--- config.mk ---
export PLATFORM = sky130hd
export DESIGN_NAME = tmtw_queue
export DESIGN_NICKNAME = d
export VERILOG_FILES = /design/src/rtl/text_mode_terminal_writer_unit_macros.svh /design/src/rtl/tmtw_pkg.sv /design/src/rtl/tmtw_queue.sv
export SDC_FILE = /design/constraint.sdc
export NUM_CORES = 1
export LEC_CHECK = 0
export BUFFER_PORTS_ARGS = -buffer_cell sky130_fd_sc_hd__buf_4
export CAP_MARGIN = 25
export CELL_PAD_IN_SITES_DETAIL_PLACEMENT = 1
export CELL_PAD_IN_SITES_GLOBAL_PLACEMENT = 1
export CORE_MARGIN = 2
export CORE_UTILIZATION = 47
export DETAILED_ROUTE_END_ITERATION = 8
export PLACE_DENSITY = 0.92
export SLEW_MARGIN = 5
export SYNTH_ARGS = -nofsm -noshare
export SYNTH_HDL_FRONTEND = slang
export SYNTH_SLANG_ARGS = --single-unit
export TNS_END_PERCENT = 20
--- constraint.sdc ---
create_clock -name i_clk -period 9.2 [get_ports i_clk]
set_input_delay 0.46 -clock i_clk [delete_from_list [all_inputs] [get_ports i_clk]]
set_output_delay 0.46 -clock i_clk [all_outputs]
set_load 0.1 [all_outputs]
--- src/rtl/text_mode_terminal_writer_unit_macros.svh ---
// Assertion macros for the text mode terminal writer.
// Depends on nothing; included by the top level only.
`ifndef TEXT_MODE_TERMINAL_WRITER_UNIT_MACROS_SVH
`define TEXT_MODE_TERMINAL_WRITER_UNIT_MACROS_SVH

// Same-cycle implication, checked outside reset.
`define TMTW_ASSERT_NOW(label, clk, rst_n, ante, cons, msg) \
    label: assert property (@(posedge clk) disable iff (!rst_n) (ante) |-> (cons)) \
        else $error(msg);

// Next-cycle implication, checked outside reset.
`define TMTW_ASSERT_NEXT(label, clk, rst_n, ante, cons, msg) \
    label: assert property (@(posedge clk) disable iff (!rst_n) (ante) |=> (cons)) \
        else $error(msg);

`endif

--- src/rtl/tmtw_pkg.sv ---
// Shared constants, codes and the command word for the terminal writer.
// No dependencies.
package tmtw_pkg;

    localparam int COLS   = 80;
    localparam int ROWS   = 25;
    localparam int CELLS  = COLS * ROWS;
    localparam int ADDR_W = $clog2(CELLS);

    localparam int COL_W  = 7;
    localparam int ROW_W  = 5;
    localparam int POS_W  = 11;
    localparam int CELL_W = 16;

    localparam int QUEUE_DEPTH = 2;
    localparam int QPTR_W      = $clog2(QUEUE_DEPTH);

    localparam logic [7:0] CH_TAB     = 8'd9;
    localparam logic [7:0] CH_NEWLINE = 8'd10;
    localparam logic [7:0] CH_SPACE   = 8'd32;
    localparam int         TAB_STEP   = 4;
    localparam logic [7:0] RESET_ATTR = 8'd7;

    localparam logic [1:0] REQ_PUT   = 2'd0;
    localparam logic [1:0] REQ_READ  = 2'd1;
    localparam logic [1:0] REQ_MOVE  = 2'd2;
    localparam logic [1:0] REQ_CLEAR = 2'd3;

    localparam logic [1:0] FILL_NONE = 2'd0;
    localparam logic [1:0] FILL_ROW  = 2'd1;
    localparam logic [1:0] FILL_ALL  = 2'd2;

    typedef struct packed {
        logic              wr_en;
        logic              rd_en;
        logic [ADDR_W-1:0] addr;
        logic [CELL_W-1:0] wr_data;
        logic [1:0]        fill;
        logic [ADDR_W-1:0] fill_start;
        logic [COL_W-1:0]  cur_col;
        logic [ROW_W-1:0]  cur_row;
        logic [POS_W-1:0]  cur_pos;
        logic              scrolled;
    } t_cmd;

endpackage

--- src/rtl/tmtw_queue.sv ---
// Short command queue between the front end and the back end.
// Depends on tmtw_pkg.
module tmtw_queue import tmtw_pkg::*; (
    input  logic i_clk,
    input  logic i_rst_n,
    input  logic i_push,
    input  t_cmd i_cmd,
    output logic o_full,
    input  logic i_pop,
    output logic o_valid,
    output t_cmd o_cmd
);

    t_cmd              r_slot [QUEUE_DEPTH];
    logic [QPTR_W-1:0] r_wr_ptr;
    logic [QPTR_W-1:0] r_rd_ptr;
    logic [QPTR_W:0]   r_count;
    logic              do_push;
    logic              do_pop;

    assign o_full  = (r_count == (QPTR_W+1)'(QUEUE_DEPTH));
    assign o_valid = (r_count != '0);
    assign o_cmd   = r_slot[r_rd_ptr];
    assign do_push = i_push && !o_full;
    assign do_pop  = i_pop && o_valid;

    always_ff @(posedge i_clk) begin
        if (do_push) begin
            r_slot[r_wr_ptr] <= i_cmd;
        end
    end

    always_ff @(posedge i_clk) begin
        if (!i_rst_n) begin
            r_wr_ptr <= '0;
            r_rd_ptr <= '0;
            r_count  <= '0;
        end else begin
            if (do_push) begin
                r_wr_ptr <= (r_wr_ptr == QPTR_W'(QUEUE_DEPTH - 1)) ? '0 : r_wr_ptr + 1'b1;
            end
            if (do_pop) begin
                r_rd_ptr <= (r_rd_ptr == QPTR_W'(QUEUE_DEPTH - 1)) ? '0 : r_rd_ptr + 1'b1;
            end
            if (do_push && !do_pop) begin
                r_count <= r_count + 1'b1;
            end else if (do_pop && !do_push) begin
                r_count <= r_count - 1'b1;
            end
        end
    end

endmodule

==> out/qor.yml <==
mostFrequentLayoutCells: "buf_4 (140), edfxtp_1 (132), mux2_1 (40)"
drcViolationCount: 0
grt_pass1_wl_um: 15400
ys_ff_latch: 137
cp.required_ns: 8.74
cts_setup_buffers: 0
cpPeakStageDelay_ns: 0.78
crit_path_end_kind: "output pin"
seq_area_frac_synth_pct: 81.2
clkSinkCount: 137
finalCriticalPeriod_ns: 3.01
cp_slowest_cell: "dfxtp_2"
pin_count: 138
fmax_mhz: 332
drv_cap: 0
hold_path.class: "in -> reg"
fin_crit_sh_pct: 32.7
hold_buffers: 0
post_cts_resized: 0
dp_hpwl_um: 6610
cts_root_buf: "clkbuf_8"
regArea_um2: 4070
status: "finished clean"
core_um2: 10300
finalClockSkew_ns: 0.00827
synth_area_um2: 5010
cts_tree: "done"
rows: 37
area_growth_pct: 34.4
worst_slew_pin_slew_ns: 0.903
cp_data_arrival_time_ns: 2.55
startpoint_type: "register"
setup_violations: 0
yosysUniqueCellTypes: 24
nNetsFinal: 453
rsz0062_at_grt: "no"
drive_above_1_share_pct: 49.7
path_cells: "buf_4 -> mux2_1 -> buf_4"
drt_first_pass_iters: 5
clkLatencyLatePin_ns: 0.51
slew_violations: 0
cts_made_buffers: 17
crit_fanout: 39
ant_nets: 0
synth_cells: 230
vias_per_cell: 5.01
multiInputGateArea_um2: 880
vias: 2653
cp_common_cell: "buf_4"
die_height_um: 107
start_util_pct: 48.5
setup_tns_ns: 0
grt.total_usage_pct: 18.6
portBuffers: 137
grt_pass1_vias: 2902
routabilityCongestion: 0.703
antenna_found_initial: 0
die_area_um2: 11500
yosys_warnings: 0
grt_max_degree: 68
drt-initial-drc-count: 112
wl_per_cell_um: 19.6
slew_headroom_pct: 39.8
syn-num-nets: 301
htree_levels: 4
die_x_um: 107
clk_pin_slew_worst_paths_ns: 0.06
cts_buffer_depth: 2
hold_viol_final: 0
mostFrequentLayoutCell: "buf_4"
grt_overflow_total: 0
fillCellCount: 912
drt-total-wl_um: 10400
syn_area_per_cell_um2: 21.8
antenna_cells: 0
critPathKind: "reg -> out"
per-layer routing:
metal / global-route usage (%) / part of all wire (%) / up-vias
li1: - / - / 1206
met1: 22.1 / 40 / 1333
met2: 31.4 / 53 / 102
met3: 6.20 / 6.2 / 12
met4: 7.24 / 1.0 / 0
met5: 0 / 0 / -
worst max-delay path: cells and delay by family, from the launching register on:
kind	cells	cell delay (ns)
buffers and inverters	2	0.82
flip-flops	1	0.78
multiplexers	1	0.42
kinds of logic (layout without fill, tap and decap cells):
family	count (synthesis)	after routing	synth area share, %
compound gates	5	5	0.650
buf+inv	9	173	1.40
simple gates	9	9	1.15
xor+xnor	3	3	0.525
flops	137	137	81.2
fa+ha+maj	1	1	0.250
mux	66	66	14.8
final cells by class:
cell class,instances,share of cell area (%)
flip-flops and latches,137,60.4
repair buffers,140,15.6
multi-input cells,84,13.1
clock buffers,20,6.32
well taps,136,2.53
clock inverters,11,1.93
inverters,2,0.112
synthesized netlist by cell type (all sizes together):
cell	instances	area (um^2)
a21boi	2	15.0
and2	3	18.8
and3	1	6.26
buf	7	62.6
dfxtp	5	100
edfxtp	132	3960
ha	1	12.5
inv	2	7.50
mux2	66	743
nand2b	1	6.26
nor2	1	3.75
nor3	1	10.0
o21a	1	7.51
o21ai	2	10.0
or2	1	6.26
or3	1	6.26
xnor2	2	17.5
xor2	1	8.76
metrics by stage:
stage	cell area [um^2]	hold WS (ns)	std cells	worst slack [ns]	utilization, %
after detailed placement	6170	0.525	499	6.66	59.8
after CTS	6730	0.102	530	6.10	65.2
final	6730	0.132	530	6.19	65.2
after floorplan	5010	0.479	230	5.35	-
after global routing	6730	0.0957	530	6.02	65.2
after global placement	6170	0.498	499	6.70	59.8
path summary, 6_finish.rpt:
path | end | start | cells after the start | slack [ns]
max | o_cmd[27] | register | 3 | 6.19
min reg2reg | r_count[1]$_SDFFE_PN0P_ | r_count[1]$_SDFFE_PN0P_ | 2 | 0.53
min | r_slot[1][49]$_DFFE_PP_ | i_cmd[49] | 1 | 0.13
max reg2reg | r_slot[1][44]$_DFFE_PP_ | r_count[0]$_SDFFE_PN0P_ | 3 | 7.27
flip-flops by register name (all words and copies together), names as in the netlist, named ones only:
signal and flops:
r_wr_ptr 1, r_count 2, r_slot 132, r_rd_ptr 1
Power is not shown: default switching activity piles up to over one toggle a cycle in this logic, so the estimate is an artifact.
