$ cat src/rtl/text_mode_terminal_writer_unit_macros.svh
// Assertion macros for the text mode terminal writer.
// Depends on nothing; included by the top level only.
`ifndef TEXT_MODE_TERMINAL_WRITER_UNIT_MACROS_SVH
`define TEXT_MODE_TERMINAL_WRITER_UNIT_MACROS_SVH

// Same-cycle implication, checked outside reset.
`define TMTW_ASSERT_NOW(label, clk, rst_n, ante, cons, msg) \
    label: assert property (@(posedge clk) disable iff (!rst_n) (ante) |-> (cons)) \
        else $error(msg);

// Next-cycle implication, checked outside reset.
`define TMTW_ASSERT_NEXT(label, clk, rst_n, ante, cons, msg) \
    label: assert property (@(posedge clk) disable iff (!rst_n) (ante) |=> (cons)) \
        else $error(msg);

`endif

$ cat src/rtl/tmtw_pkg.sv
// Shared constants, codes and the command word for the terminal writer.
// No dependencies.
package tmtw_pkg;

    localparam int COLS   = 80;
    localparam int ROWS   = 25;
    localparam int CELLS  = COLS * ROWS;
    localparam int ADDR_W = $clog2(CELLS);

    localparam int COL_W  = 7;
    localparam int ROW_W  = 5;
    localparam int POS_W  = 11;
    localparam int CELL_W = 16;

    localparam int QUEUE_DEPTH = 2;
    localparam int QPTR_W      = $clog2(QUEUE_DEPTH);

    localparam logic [7:0] CH_TAB     = 8'd9;
    localparam logic [7:0] CH_NEWLINE = 8'd10;
    localparam logic [7:0] CH_SPACE   = 8'd32;
    localparam int         TAB_STEP   = 4;
    localparam logic [7:0] RESET_ATTR = 8'd7;

    localparam logic [1:0] REQ_PUT   = 2'd0;
    localparam logic [1:0] REQ_READ  = 2'd1;
    localparam logic [1:0] REQ_MOVE  = 2'd2;
    localparam logic [1:0] REQ_CLEAR = 2'd3;

    localparam logic [1:0] FILL_NONE = 2'd0;
    localparam logic [1:0] FILL_ROW  = 2'd1;
    localparam logic [1:0] FILL_ALL  = 2'd2;

    typedef struct packed {
        logic              wr_en;
        logic              rd_en;
        logic [ADDR_W-1:0] addr;
        logic [CELL_W-1:0] wr_data;
        logic [1:0]        fill;
        logic [ADDR_W-1:0] fill_start;
        logic [COL_W-1:0]  cur_col;
        logic [ROW_W-1:0]  cur_row;
        logic [POS_W-1:0]  cur_pos;
        logic              scrolled;
    } t_cmd;

endpackage

$ cat src/rtl/tmtw_front.sv
// Front end: accepts requests, tracks the cursor and row base, emits commands.
// Depends on tmtw_pkg.
module tmtw_front import tmtw_pkg::*; (
    input  logic             i_clk,
    input  logic             i_rst_n,
    input  logic             i_valid,
    output logic             o_ready,
    input  logic [1:0]       i_req_type,
    input  logic [7:0]       i_char_code,
    input  logic [3:0]       i_fg_color,
    input  logic [3:0]       i_bg_color,
    input  logic [COL_W-1:0] i_cell_col,
    input  logic [ROW_W-1:0] i_cell_row,
    input  logic             i_q_full,
    input  logic             i_init_busy,
    output logic             o_push,
    output t_cmd             o_cmd
);

    logic [COL_W-1:0] r_col, n_col;
    logic [ROW_W-1:0] r_line, n_line;
    logic [ROW_W-1:0] r_base, n_base;
    logic [COL_W:0]   n_col_w;
    logic [ROW_W:0]   n_line_w;
    logic             scroll;
    t_cmd             cmd;

    // Logical row to physical row through the circular row base.
    function automatic logic [ROW_W-1:0] phys_row(input logic [ROW_W-1:0] lrow,
                                                  input logic [ROW_W-1:0] base);
        logic [ROW_W:0] sum;
        sum = {1'b0, lrow} + {1'b0, base};
        if (sum >= (ROW_W+1)'(ROWS)) begin
            sum = sum - (ROW_W+1)'(ROWS);
        end
        return sum[ROW_W-1:0];
    endfunction

    function automatic logic [ADDR_W-1:0] cell_addr(input logic [ROW_W-1:0] prow,
                                                    input logic [COL_W-1:0] col);
        return ADDR_W'(32'(prow) * COLS + 32'(col));
    endfunction

    assign o_ready = !i_q_full && !i_init_busy;
    assign o_push  = i_valid && o_ready;

    always_comb begin
        cmd      = '0;
        n_col_w  = {1'b0, r_col};
        n_line_w = {1'b0, r_line};
        n_base   = r_base;
        scroll   = 1'b0;
        case (i_req_type)
            REQ_PUT: begin
                if (i_char_code == CH_TAB) begin
                    n_col_w = n_col_w + (COL_W+1)'(TAB_STEP);
                end else if (i_char_code == CH_NEWLINE) begin
                    n_line_w = n_line_w + 1'b1;
                    n_col_w  = '0;
                end else begin
                    cmd.wr_en   = 1'b1;
                    cmd.addr    = cell_addr(phys_row(r_line, r_base), r_col);
                    cmd.wr_data = {i_bg_color, i_fg_color, i_char_code};
                    n_col_w     = n_col_w + 1'b1;
                end
                if (n_col_w >= (COL_W+1)'(COLS)) begin
                    n_col_w  = '0;
                    n_line_w = n_line_w + 1'b1;
                end
                // Scroll: old top row becomes the blank bottom row.
                if (n_line_w >= (ROW_W+1)'(ROWS)) begin
                    scroll         = 1'b1;
                    n_line_w       = (ROW_W+1)'(ROWS - 1);
                    n_col_w        = '0;
                    cmd.fill       = FILL_ROW;
                    cmd.fill_start = cell_addr(r_base, COL_W'(0));
                    n_base = (r_base == ROW_W'(ROWS - 1)) ? '0 : r_base + 1'b1;
                end
            end
            REQ_READ: begin
                if (i_cell_col < COL_W'(COLS) && i_cell_row < ROW_W'(ROWS)) begin
                    cmd.rd_en = 1'b1;
                    cmd.addr  = cell_addr(phys_row(i_cell_row, r_base), i_cell_col);
                end
            end
            REQ_MOVE: begin
                n_col_w  = {1'b0, (i_cell_col < COL_W'(COLS)) ? i_cell_col
                                                               : COL_W'(COLS - 1)};
                n_line_w = {1'b0, (i_cell_row < ROW_W'(ROWS)) ? i_cell_row
                                                               : ROW_W'(ROWS - 1)};
            end
            REQ_CLEAR: begin
                cmd.fill       = FILL_ALL;
                cmd.fill_start = '0;
                n_col_w        = '0;
                n_line_w       = '0;
                n_base         = '0;
            end
            default: begin
            end
        endcase
        n_col        = n_col_w[COL_W-1:0];
        n_line       = n_line_w[ROW_W-1:0];
        cmd.cur_col  = n_col;
        cmd.cur_row  = n_line;
        cmd.cur_pos  = POS_W'(32'(n_line) * COLS + 32'(n_col));
        cmd.scrolled = scroll;
    end

    assign o_cmd = cmd;

    always_ff @(posedge i_clk) begin
        if (!i_rst_n) begin
            r_col  <= '0;
            r_line <= '0;
            r_base <= '0;
        end else if (o_push) begin
            r_col  <= n_col;
            r_line <= n_line;
            r_base <= n_base;
        end
    end

endmodule

$ cat config.mk
export PLATFORM = sky130hd
export DESIGN_NAME = tmtw_front
export DESIGN_NICKNAME = d
export VERILOG_FILES = /design/src/rtl/text_mode_terminal_writer_unit_macros.svh /design/src/rtl/tmtw_pkg.sv /design/src/rtl/tmtw_front.sv
export SDC_FILE = /design/constraint.sdc
export NUM_CORES = 1
export LEC_CHECK = 0
export BUFFER_PORTS_ARGS = -buffer_cell sky130_fd_sc_hd__clkbuf_2
export CORE_UTILIZATION = 50
export CTS_CLUSTER_SIZE = 14
export DETAILED_ROUTE_END_ITERATION = 8
export PLACE_DENSITY = 0.86
export SYNTH_ARGS = -nofsm -noshare
export SYNTH_HDL_FRONTEND = slang
export SYNTH_SLANG_ARGS = --single-unit
$ cat constraint.sdc
create_clock -name i_clk -period 5.9 [get_ports i_clk]
set_clock_uncertainty 0.1 [all_clocks]
set_input_delay 0.59 -clock i_clk [delete_from_list [all_inputs] [get_ports i_clk]]
set_output_delay 0.59 -clock i_clk [all_outputs]
set_load 0.03 [all_outputs]
==> Implementation_results.wiki, run 1 <==
{| class="wikitable"
! Metric !! Value
|-
| Result of the run || finished, final reports clean
|-
| RSZ-0062 raised after global routing || yes
|-
| Leak pwr || 2.35 nW
|-
| Top cell type by total area after synthesis || sky130_fd_sc_hd__ha_1
|-
| Routed WL || 11,400 µm
|-
| Initial Util || 52.6%
|-
| Standard cell core area || 7410 µm²
|-
| Drt wl/cell || 16.2 µm
|-
| Overall track demand over capacity in global routing || 27.1%
|-
| Cell Pwr Density || 116 nW/µm²
|-
| Crit Reg-Reg Endpoint || r_col[0]
|-
| Aggregate global routing overflow || 0
|-
| Worst setup slack after placement || -0.129 ns
|-
| Global-route wire length before repair || 18,700 µm
|-
| Filler cell count in the final layout || 626
|-
| Residual DRC || 0
|-
| Count of flip-flops with a built-in enable after synthesis || 0
|-
| CP Data Arrival Time || 5.20 ns
|-
| Number of sinks handled by clock tree synthesis || 17
|-
| Area of the multi-input gates || 3480 µm²
|-
| Async set or reset register ratio after synthesis || 0%
|-
| Peak VDD IR || 0.000107 V
|-
| Clk pin slew, worst setup/hold paths || 0.07 ns
|-
| Placer Congestion || 0.973
|-
| Worst R2R Path Depth || 16
|-
| Mean post-synth cell area || 7.86 µm²
|-
| Count of TritonRoute iterations in the first routing pass || 5
|-
| Cell type of the slowest stage on the worst timing path || sky130_fd_sc_hd__or4_4
|-
| Slew at the pin closest to its max-slew limit || 1.04 ns
|-
| Cell count after synthesis || 496
|-
| CP top delay family || simple AND/OR/NAND/NOR gates
|-
| Number of hold violations in the final report || 0
|-
| Final-layout worst hold slack || 0.489 ns
|-
| Maximum fanout encountered on the critical timing path || 5
|-
| Total standard cell area after synthesis || 3900 µm²
|-
| Sum of net half-perimeters after detailed placement || 8830 µm
|-
| Net total in the final layout || 709
|-
| Aggregate negative setup slack || 0 ns
|-
| Die H || 90.3 µm
|-
| Share of cells above drive strength 1 || 31.3%
|-
| Final Cycle Share || 99.8%
|-
| Critical path capture point || o_cmd[11]
|-
| Worst Setup Start Kind || input pin
|-
| Count of pins on the block boundary || 103
|-
| Clock Latency Late Sink || 0.25 ns
|-
| Max Clock Freq || 170 MHz
|-
| Worst hold-check path type || flop to flop
|-
| Reg-to-reg startpoint || r_line[0]
|-
| Final slew viol count || 0
|-
| Sequential cell area || 343 µm²
|-
| Prevailing post-synth register cell || sky130_fd_sc_hd__dfxtp_1
|-
| Count of max-cap constraint violations || 0
|-
| Total via count after detailed routing || 4,279
|-
| Tmin final || 5.89 ns
|-
| Critical path endpoint category || output port
|-
| Instance count on the critical path || 24
|-
| Number of antenna diodes || 0
|-
| Setup crit start || i_char_code[4]
|-
| Die Span X || 90.3 µm
|-
| Number of nets with antenna violations after routing || 0
|-
| CTS Buf Count || 3
|-
| Total of hold buffers inserted after clock tree synthesis || 0
|-
| Antenna violations before repair || 0
|-
| Iter 0 DRT Violations || 302
|-
| Portion of the post-synthesis area used by sequential elements || 8.73%
|-
| Setup Crit Path Kind || input pin to output port
|-
| Overall power after layout || 564 µW
|-
| Buffers and inverters on the worst path || 3
|-
| TritonCTS clock tree || done
|-
| Maximum count of clock buffers along a single path || 2
|-
| Pin count of the biggest net entering global routing || 27
|-
| Tightest slew margin relative to the limit || 30.7%
|-
| PnR worst setup slack || 0.0104 ns
|-
| Largest cells by area after synthesis || sky130_fd_sc_hd__ha_1 18%, sky130_fd_sc_hd__dfxtp_1 8.7%, sky130_fd_sc_hd__xnor2_1 5.4%, sky130_fd_sc_hd__xor2_1 4.7%, sky130_fd_sc_hd__fa_1 4.6%
|-
| Post-detailed-route via-to-cell ratio || 6.06
|-
| Number of library cell types mapped by synthesis || 73
|-
| Max H-tree Level || 1
|-
| Cell row count || 31
|-
| Number of global-route vias before repair || 4,077
|-
| Top cell type's share of synthesized area || 18.3%
|-
| Critical path's largest stage delay || 0.56 ns
|-
| Cell-by-cell listing of the critical path || clkbuf_2 > or4_4 > nor2_4 > nand2_1 > o21ai_2 > ha_2 > xor3_1 > or4_1 > a21oi_1 > o32ai_1 > o21ai_1 > o211ai_2 > and2_4 > o31ai_2 > mux2_4 > ha_2 > ha_4 > inv_1 > fa_2 > or2_4 > a211oi_4 > o21ai_2 > xor2_2 > clkbuf_8
|-
| Yosys warning total || 0
|-
| DIE AREA || 8160 µm²
|-
| Relative area change from synthesis to final layout || 24.8%
|-
| Setup violators final || 0
|-
| Data required time at the worst endpoint || 5.21 ns
|-
| Buffer type at the clock tree root || sky130_fd_sc_hd__clkbuf_8
|-
| Number of synthesized register bits || 17
|-
| Setup slack, reg-to-reg || 2.51 ns
|-
| Port buffer count || 98
|}
power by group:
group	total (mW)	internal, mW	switching [mW]
combinational	0.349	0.137	0.212
sequential	0.125	0.118	0.00656
clock	0.0897	0.0480	0.0417
total	0.564	0.304	0.260
worst reg2reg max path, cell delays in order, from the launching register on:
cell,delay [ns]
sky130_fd_sc_hd__dfxtp_1,0.34
sky130_fd_sc_hd__buf_4,0.19
sky130_fd_sc_hd__ha_1,0.36
sky130_fd_sc_hd__nand2_1,0.08
sky130_fd_sc_hd__o21ai_2,0.07
sky130_fd_sc_hd__ha_2,0.21
sky130_fd_sc_hd__xor3_1,0.21
sky130_fd_sc_hd__or4_1,0.41
sky130_fd_sc_hd__a21oi_1,0.14
sky130_fd_sc_hd__o32ai_1,0.09
sky130_fd_sc_hd__o21ai_1,0.11
sky130_fd_sc_hd__o211ai_2,0.11
sky130_fd_sc_hd__and2_4,0.19
sky130_fd_sc_hd__buf_4,0.14
sky130_fd_sc_hd__buf_4,0.13
sky130_fd_sc_hd__o221ai_2,0.30
sky130_fd_sc_hd__o21ba_1,0.17
state kept, by name, indices dropped and copies added (netlist names):
| signal | count |
|---|---|
| r_base | 5 |
| r_col | 7 |
| r_line | 5 |
cells in the mapped netlist, types with 9 or more instances:
library cell / number
sky130_fd_sc_hd__nand2_1: 40
sky130_fd_sc_hd__xor2_1: 21
sky130_fd_sc_hd__fa_1: 9
sky130_fd_sc_hd__xnor2_1: 24
sky130_fd_sc_hd__a21o_1: 12
sky130_fd_sc_hd__nor2b_1: 11
sky130_fd_sc_hd__buf_4: 10
sky130_fd_sc_hd__mux2_2: 9
sky130_fd_sc_hd__dfxtp_1: 17
sky130_fd_sc_hd__a21oi_1: 25
sky130_fd_sc_hd__nor3_1: 11
sky130_fd_sc_hd__nor2_1: 27
sky130_fd_sc_hd__nand3_1: 11
sky130_fd_sc_hd__o21ai_0: 27
sky130_fd_sc_hd__clkbuf_1: 12
sky130_fd_sc_hd__inv_1: 33
sky130_fd_sc_hd__and2_1: 16
sky130_fd_sc_hd__ha_1: 57
timing repair:
| action | in CTS | in global routing |
|---|---|---|
| resized for setup | 10 | 28 |
| endpoints found under the setup margin | 3 | 4 |
| pin swaps | 5 | 12 |
| buffers inserted | 8 | 8 |
cell type report:
class	count	area share [%]
clock buffer	4	0.926
inverter	33	2.55
multi-input combinational	423	71.6
sequential	17	7.05
tap	99	2.55
timing repair buffer	130	15.4
how the worst min path moves through the flow:
stage,startpoint,end,slack [ns],cells after the start
detailed placement,r_col[6],r_col[6],0.47,2
finish,r_col[6],r_col[6],0.49,2
CTS,r_col[6],r_col[6],0.48,2
global route,r_col[6],r_col[6],0.51,2
global placement,r_col[6],r_col[6],0.46,2
floorplan,r_col[6],r_col[6],0.43,2
cell usage in the layout, fill, tap and decap left out, drive strengths merged, types with 21 or more instances in the layout:
cell / netlist / routed
inv: 33 / 33
ha: 57 / 57
xor2: 21 / 21
nand2: 40 / 40
xnor2: 24 / 24
o21ai: 28 / 28
buf: 14 / 33
clkbuf: 12 / 101
nor2: 28 / 28
a21oi: 28 / 28
stage by stage:
step                      area [µm²]  cells  utilization [%]
final                           4870    706             65.7
after global routing            4870    706             65.7
after CTS                       4680    698             63.2
after detailed placement        4530    686             61.2
after global placement          4530    686             61.2
after floorplan                 3960    499                -
cell families after synthesis:
kind of cell	share of synthesized area (%)
xor gates and xnor gates	10.7
DFF	8.73
AOI/OAI and AO/OA	25.3
other	0.0962
muxes	3.11
buffers and inverters	7.09
adders and majority gates	22.9
and+or+nand+nor	22.1
metal layers:
layer  track usage (%)  part of all wire (%)  wire, µm  up-vias
li1                  -                     -         -     2007
met1              32.9                    40      4620     1995
met2              47.5                    48      5540      230
met3              5.56                   7.9       904       47
met4              8.87                   3.3       373        0
met5                 0                     0         0        -
(Power assumes the default switching activity.)
==> run 2, diff against run 1 <==
CORE_MARGIN = 2   (was default)
==> Implementation_results.wiki, run 2 (synthesized netlist as in run 1, its figures left out) <==
{| class="wikitable"
! Metric !! Value
|-
| Leak pwr || 2.34 nW
|-
| Buffer type at the clock tree root || sky130_fd_sc_hd__clkbuf_8
|-
| Clock Latency Late Sink || 0.25 ns
|-
| Most frequent standard cell in the layout excluding fill and tap cells || sky130_fd_sc_hd__clkbuf_2
|-
| Port buffer count || 98
|-
| DIE AREA || 8520 µm²
|-
| Residual DRC || 0
|-
| Post-detailed-route via-to-cell ratio || 5.91
|-
| Placer Congestion || 0.908
|-
| Relative area change from synthesis to final layout || 25.6%
|-
| Die H || 92.3 µm
|-
| Flip-flop count of the largest register after layout || 7
|-
| Maximum count of clock buffers along a single path || 2
|-
| Cell Pwr Density || 115 nW/µm²
|-
| Global-route wire length before repair || 17,900 µm
|-
| Aggregate global routing overflow || 0
|-
| Setup Crit Path Kind || input pin to output port
|-
| Biggest regs || r_col: 7 flops, r_base: 5 flops, r_line: 5 flops
|-
| Worst Setup Start Kind || input pin
|-
| RSZ-0062 raised after global routing || yes
|-
| Die Span X || 92.3 µm
|-
| Register bank with the most flops || r_col
|-
| Critical path endpoint category || output port
|-
| PnR worst setup slack || -0.00661 ns
|-
| Max H-tree Level || 1
|-
| Clk pin slew, worst setup/hold paths || 0.07 ns
|-
| Total via count after detailed routing || 4,193
|-
| CP top delay family || simple AND/OR/NAND/NOR gates
|-
| Pin count of the biggest net entering global routing || 27
|-
| Standard cell core area || 7650 µm²
|-
| Overall power after layout || 564 µW
|-
| Tmin final || 5.91 ns
|-
| Iter 0 DRT Violations || 238
|-
| Number of hold violations in the final report || 0
|-
| Count of max-cap constraint violations || 0
|-
| Final Cycle Share || 100%
|-
| Drt wl/cell || 16.2 µm
|-
| Buffers and inverters on the worst path || 3
|-
| CTS Buf Count || 3
|-
| Tightest slew margin relative to the limit || 33.5%
|-
| Share of cells above drive strength 1 || 32.6%
|-
| Slew at the pin closest to its max-slew limit || 0.997 ns
|-
| Final-layout worst hold slack || 0.485 ns
|-
| Initial Util || 51.0%
|-
| Filler cell count in the final layout || 673
|-
| Max Clock Freq || 169 MHz
|-
| Fin cells || 709
|-
| Number of sinks handled by clock tree synthesis || 17
|-
| Antenna violations before repair || 0
|-
| Count of pins on the block boundary || 103
|-
| Cell type of the slowest stage on the worst timing path || sky130_fd_sc_hd__or4_4
|-
| Final slew viol count || 0
|-
| TritonCTS clock tree || done
|-
| Violated checks || negative setup slack
|-
| Overall track demand over capacity in global routing || 25.1%
|-
| Number of global-route vias before repair || 3,882
|-
| Result of the run || complete, but fails checks
|-
| Peak VDD IR || 0.0000788 V
|-
| Total of hold buffers inserted after clock tree synthesis || 0
|-
| Instance count after placement with tap cells included || 690
|-
| Routed WL || 11,500 µm
|-
| Worst hold-check path type || flop to flop
|-
| Aggregate negative setup slack || -0.00661 ns
|-
| Sum of net half-perimeters after detailed placement || 8870 µm
|-
| Net total in the final layout || 709
|-
| Cell-by-cell listing of the critical path || buf_6 > or4_4 > nor2_4 > nand2_2 > o21ai_2 > ha_2 > xor3_1 > or4_1 > a21oi_2 > o32ai_2 > o21ai_1 > o211ai_2 > and2_4 > or3_4 > a21oi_4 > ha_2 > ha_4 > inv_2 > fa_2 > or2_4 > a211oi_2 > o21ai_2 > xor2_2 > buf_6
|-
| Cell row count || 32
|-
| Number of nets with antenna violations after routing || 0
|-
| Number of antenna diodes || 0
|-
| Maximum fanout encountered on the critical timing path || 6
|-
| Critical path's largest stage delay || 0.55 ns
|-
| Leading cell types in the layout, fill and taps excluded || 93 x sky130_fd_sc_hd__clkbuf_2, 48 x sky130_fd_sc_hd__ha_1, 39 x sky130_fd_sc_hd__nand2_1
|-
| CP Data Arrival Time || 5.22 ns
|-
| Data required time at the worst endpoint || 5.21 ns
|-
| Setup violators final || 1
|-
| Count of TritonRoute iterations in the first routing pass || 5
|}
run 2: cell count changes in the layout (fill, tap and decap cells not counted), moves of 2 or more:
| cell | delta |
|---|---|
| sky130_fd_sc_hd__inv_1 | -2 |
| sky130_fd_sc_hd__buf_6 | +5 |
| sky130_fd_sc_hd__inv_2 | +2 |
| sky130_fd_sc_hd__ha_2 | +3 |
| sky130_fd_sc_hd__clkbuf_4 | -2 |
| sky130_fd_sc_hd__ha_1 | -3 |
run 2: worst paths after layout:
check	start	slack, ns	cells after the start	endpoint
max	i_char_code[7]	-0.007	24	o_cmd[11]
min	r_base[1]	0.48	1	r_base[1]
max reg2reg	r_line[0]	2.57	15	r_line[2]
min reg2reg	r_base[1]	0.48	1	r_base[1]
run 2: power by group:
group | switching, mW | total [mW] | internal (mW) | leakage [nW]
Combinational | 0.211 | 0.351 | 0.140 | 2.18
Sequential | 0.00701 | 0.125 | 0.118 | 0.140
Clock | 0.0414 | 0.0883 | 0.0468 | 0.0255
Total | 0.260 | 0.564 | 0.305 | 2.34
run 2: what timing repair did:
action,in CTS,in global routing
endpoints found under the hold margin,0,0
gates resized for setup,5,47
buffers inserted,0,15
pin swaps,0,20
setup endpoints to repair,3,4
gates cloned,0,0
run 2: final cells by class:
type                            instances  area [µm²]  area share (%)
Clock buffer                            3        41.3           0.843
Clock inverter                          1        5.00           0.102
Inverter                               33         124            2.53
Multi-Input combinational cell        423        3490            71.3
Sequential cell                        17         347            7.08
Tap cell                              102         128            2.61
Timing Repair Buffer                  130         762            15.6
run 2: layer usage:
| layer | share of wire (%) | track usage, % | vias up | routed length, µm |
|---|---|---|---|---|
| met3 | 6.8 | 2.60 | 26 | 780 |
| li1 | - | - | 2016 | - |
| met2 | 50 | 42.9 | 199 | 5730 |
| met5 | 0 | 0 | - | 0 |
| met4 | 2.2 | 7.46 | 0 | 247 |
| met1 | 41 | 33.5 | 1952 | 4710 |
run 2: stage by stage:
| stage | utilization (%) | cell area, µm² | worst slack (ns) |
|---|---|---|---|
| 6_report | 64.1 | 4900 | -0.00661 |
| 5_1_grt | 64.1 | 4900 | -0.205 |
| 4_1_cts | 60.3 | 4610 | -0.0271 |
| 3_5_place_dp | 59.4 | 4550 | -0.0808 |
| 3_3_place_gp | 59.4 | 4550 | 0.0771 |
| 2_1_floorplan | - | 3960 | -0.0500 |
run 2: worst register-to-register path: stages, from the launching register on:
cell and delay, ns:
sky130_fd_sc_hd__dfxtp_1 0.32, sky130_fd_sc_hd__buf_4 0.18, sky130_fd_sc_hd__ha_1 0.37, sky130_fd_sc_hd__nand2_2 0.07, sky130_fd_sc_hd__o21ai_2 0.08, sky130_fd_sc_hd__ha_2 0.20, sky130_fd_sc_hd__xor3_1 0.20, sky130_fd_sc_hd__or4_1 0.42
sky130_fd_sc_hd__a21oi_2 0.16, sky130_fd_sc_hd__o32ai_2 0.09, sky130_fd_sc_hd__o21ai_1 0.12, sky130_fd_sc_hd__o211ai_2 0.12, sky130_fd_sc_hd__and2_4 0.22, sky130_fd_sc_hd__or3_4 0.35, sky130_fd_sc_hd__buf_4 0.15, sky130_fd_sc_hd__a31oi_2 0.11
==> run 3, diff against run 2 <==
SKIP_LAST_GASP = 1   (was default)
==> Implementation_results.wiki, run 3 (synthesized netlist as in run 1, its figures left out) <==
{| class="wikitable"
! Metric !! Value
|-
| Pin count of the biggest net entering global routing || 27
|-
| Overall power after layout || 565 µW
|-
| CTS Buf Count || 3
|-
| Initial Util || 51.0%
|-
| Share of cells above drive strength 1 || 32.6%
|-
| Clock Latency Late Sink || 0.25 ns
|-
| Post-place instance area || 4550 µm²
|-
| Portion of total power attributed to combinational logic || 62.2%
|-
| Placer Congestion || 0.908
|-
| Tmin final || 5.91 ns
|-
| Slew at the pin closest to its max-slew limit || 0.988 ns
|-
| DIE AREA || 8520 µm²
|-
| Count of TritonRoute iterations in the first routing pass || 5
|-
| Leading cell types in the layout, fill and taps excluded || 93 x sky130_fd_sc_hd__clkbuf_2, 48 x sky130_fd_sc_hd__ha_1, 40 x sky130_fd_sc_hd__nand2_1
|-
| Final Cycle Share || 100%
|-
| Worst setup slack after placement || -0.0808 ns
|-
| Sequential cell fraction of total power || 22.2%
|-
| PnR worst setup slack || -0.0145 ns
|-
| Net switching component of the power || 260 µW
|-
| Count of pins on the block boundary || 103
|-
| Aggregate global routing overflow || 0
|-
| Count of max-cap constraint violations || 0
|-
| Net total in the final layout || 710
|-
| Drt wl/cell || 16.2 µm
|-
| Iter 0 DRT Violations || 202
|-
| Result of the run || complete, but fails checks
|-
| Overall track demand over capacity in global routing || 25.1%
|-
| Antenna violations before repair || 0
|-
| Buffer type at the clock tree root || sky130_fd_sc_hd__clkbuf_8
|-
| Most frequent standard cell in the layout excluding fill and tap cells || sky130_fd_sc_hd__clkbuf_2
|-
| Filler cell count in the final layout || 671
|-
| Maximum fanout encountered on the critical timing path || 6
|-
| Total via count after detailed routing || 4,189
|-
| Relative area change from synthesis to final layout || 25.7%
|-
| CP Data Arrival Time || 5.22 ns
|-
| Internal cell power || 305 µW
|-
| Data required time at the worst endpoint || 5.21 ns
|-
| Global-route wire length before repair || 17,900 µm
|-
| Port buffer count || 98
|-
| Fraction of power spent switching nets || 46.0%
|-
| Post-detailed-route via-to-cell ratio || 5.90
|-
| Worst Setup Start Kind || input pin
|-
| Launch point of the worst hold path || r_base[1]
|-
| Cell-by-cell listing of the critical path || buf_6 > or4_4 > nor2_4 > nand2_1 > o21ai_2 > ha_2 > xor3_1 > or4_1 > a21oi_2 > o32ai_2 > o21ai_1 > o211ai_2 > and2_4 > or3_4 > a21oi_4 > ha_2 > ha_4 > inv_2 > fa_2 > or2_4 > a211oi_2 > o21ai_2 > xor2_2 > buf_6
|-
| Routed WL || 11,500 µm
|-
| Number of hold violations in the final report || 0
|-
| Number of sinks handled by clock tree synthesis || 17
|-
| RSZ-0062 raised after global routing || yes
|-
| Setup Crit Path Kind || input pin to output port
|-
| Buffers and inverters on the worst path || 3
|-
| Reg-to-reg startpoint || r_line[0]
|-
| Standard cell core area || 7650 µm²
|-
| Biggest regs || r_col: 7 flops, r_base: 5 flops, r_line: 5 flops
|-
| Die H || 92.3 µm
|-
| Final slew viol count || 0
|-
| Worst hold path depth || 1
|-
| Critical path's largest stage delay || 0.55 ns
|-
| Register bank with the most flops || r_col
|-
| Cell Pwr Density || 115 nW/µm²
|-
| Number of antenna diodes || 0
|-
| TritonCTS clock tree || done
|-
| Clk pin slew, worst setup/hold paths || 0.07 ns
|-
| Sum of net half-perimeters after detailed placement || 8870 µm
|-
| Flip-flop count of the largest register after layout || 7
|-
| Share of power burned in the clock network || 15.6%
|-
| Cell type of the slowest stage on the worst timing path || sky130_fd_sc_hd__or4_4
|-
| Violated checks || negative setup slack
|-
| Cell row count || 32
|-
| Tightest slew margin relative to the limit || 34.1%
|-
| Max Clock Freq || 169 MHz
|-
| CP top delay family || simple AND/OR/NAND/NOR gates
|-
| Residual DRC || 0
|-
| Peak VDD IR || 0.0000786 V
|-
| Worst hold-check path type || flop to flop
|-
| Final cell area excluding filler cells || 4900 µm²
|-
| Max H-tree Level || 1
|-
| Setup slack, reg-to-reg || 2.57 ns
|-
| Total of hold buffers inserted after clock tree synthesis || 0
|-
| Setup violators final || 1
|-
| Final cell utilization of the core || 64.1%
|-
| Number of global-route vias before repair || 3,878
|-
| Critical path endpoint category || output port
|-
| Crit Reg-Reg Endpoint || r_line[2]
|-
| Terminating pin of the worst hold path || r_base[1]
|-
| Worst R2R Path Depth || 15
|-
| Maximum count of clock buffers along a single path || 2
|-
| Number of nets with antenna violations after routing || 0
|-
| Leak pwr || 2.35 nW
|-
| Die Span X || 92.3 µm
|}
==> run 3: layout make-up <==
| cell class | count | area (µm²) | area share [%] |
|---|---|---|---|
| Clock inverter | 1 | 5.00 | 0.102 |
| Timing Repair Buffer | 131 | 769 | 15.7 |
| Inverter | 33 | 124 | 2.53 |
| Multi-Input combinational cell | 423 | 3490 | 71.2 |
| Clock buffer | 3 | 41.3 | 0.842 |
| Tap cell | 102 | 128 | 2.60 |
| Sequential cell | 17 | 347 | 7.07 |
==> run 3: worst register-to-register path, delay by kind of cell, from the launching register on <==
kind,cells,cell delay [ns]
adders and majority gates,2,0.55
xor gates and xnor gates,1,0.20
buffers and inverters,2,0.33
DFF,1,0.33
and+or+nand+nor,4,1.07
AOI/OAI and AO/OA,6,0.68
==> run 3: what timing repair did <==
item                                    in CTS  in global routing
gates cloned                                 0                  0
pin swaps                                    0                 20
endpoints found under the setup margin       3                  4
buffers inserted                             0                 16
gates resized for setup                      4                 47
==> run 3: worst max path at each step <==
stage | startpoint | endpoint | slack [ns] | cells past startpoint
5_1_grt | i_char_code[7] | o_cmd[11] | -0.22 | 24
6_report | i_char_code[7] | o_cmd[11] | -0.01 | 24
2_1_floorplan | i_char_code[4] | o_cmd[11] | -0.05 | 23
4_1_cts | i_char_code[4] | o_cmd[11] | -0.06 | 24
3_5_place_dp | i_char_code[4] | o_cmd[11] | -0.08 | 24
3_3_place_gp | i_char_code[4] | o_cmd[11] | 0.08 | 24
==> run 3: per-stage QoR <==
step	setup TNS, ns	hold WS, ns	std cells
floorplan	-0.0500	0.432	499
global placement	0	0.463	690
global route	-0.406	0.519	710
detailed placement	-0.116	0.463	690
finish	-0.0145	0.485	710
CTS	-0.0642	0.500	694
==> run 3: power by group through the flow <==
stage          clock network [mW]  registers (mW)  logic, mW
6_report                   0.0881           0.125      0.351
5_1_grt                    0.0973           0.126      0.378
4_1_cts                    0.0874           0.125      0.320
3_5_place_dp                    0           0.128      0.317
3_3_place_gp                    0           0.128      0.306
2_1_floorplan                   0           0.125      0.236
==> run 3: metal layers <==
layer / up-vias / routed length (µm) / GRT usage, %
met3: 28 / 725 / 2.60
met2: 189 / 5720 / 42.8
met5: - / 0 / 0
li1: 2013 / - / -
met1: 1959 / 4770 / 33.5
met4: 0 / 272 / 7.46
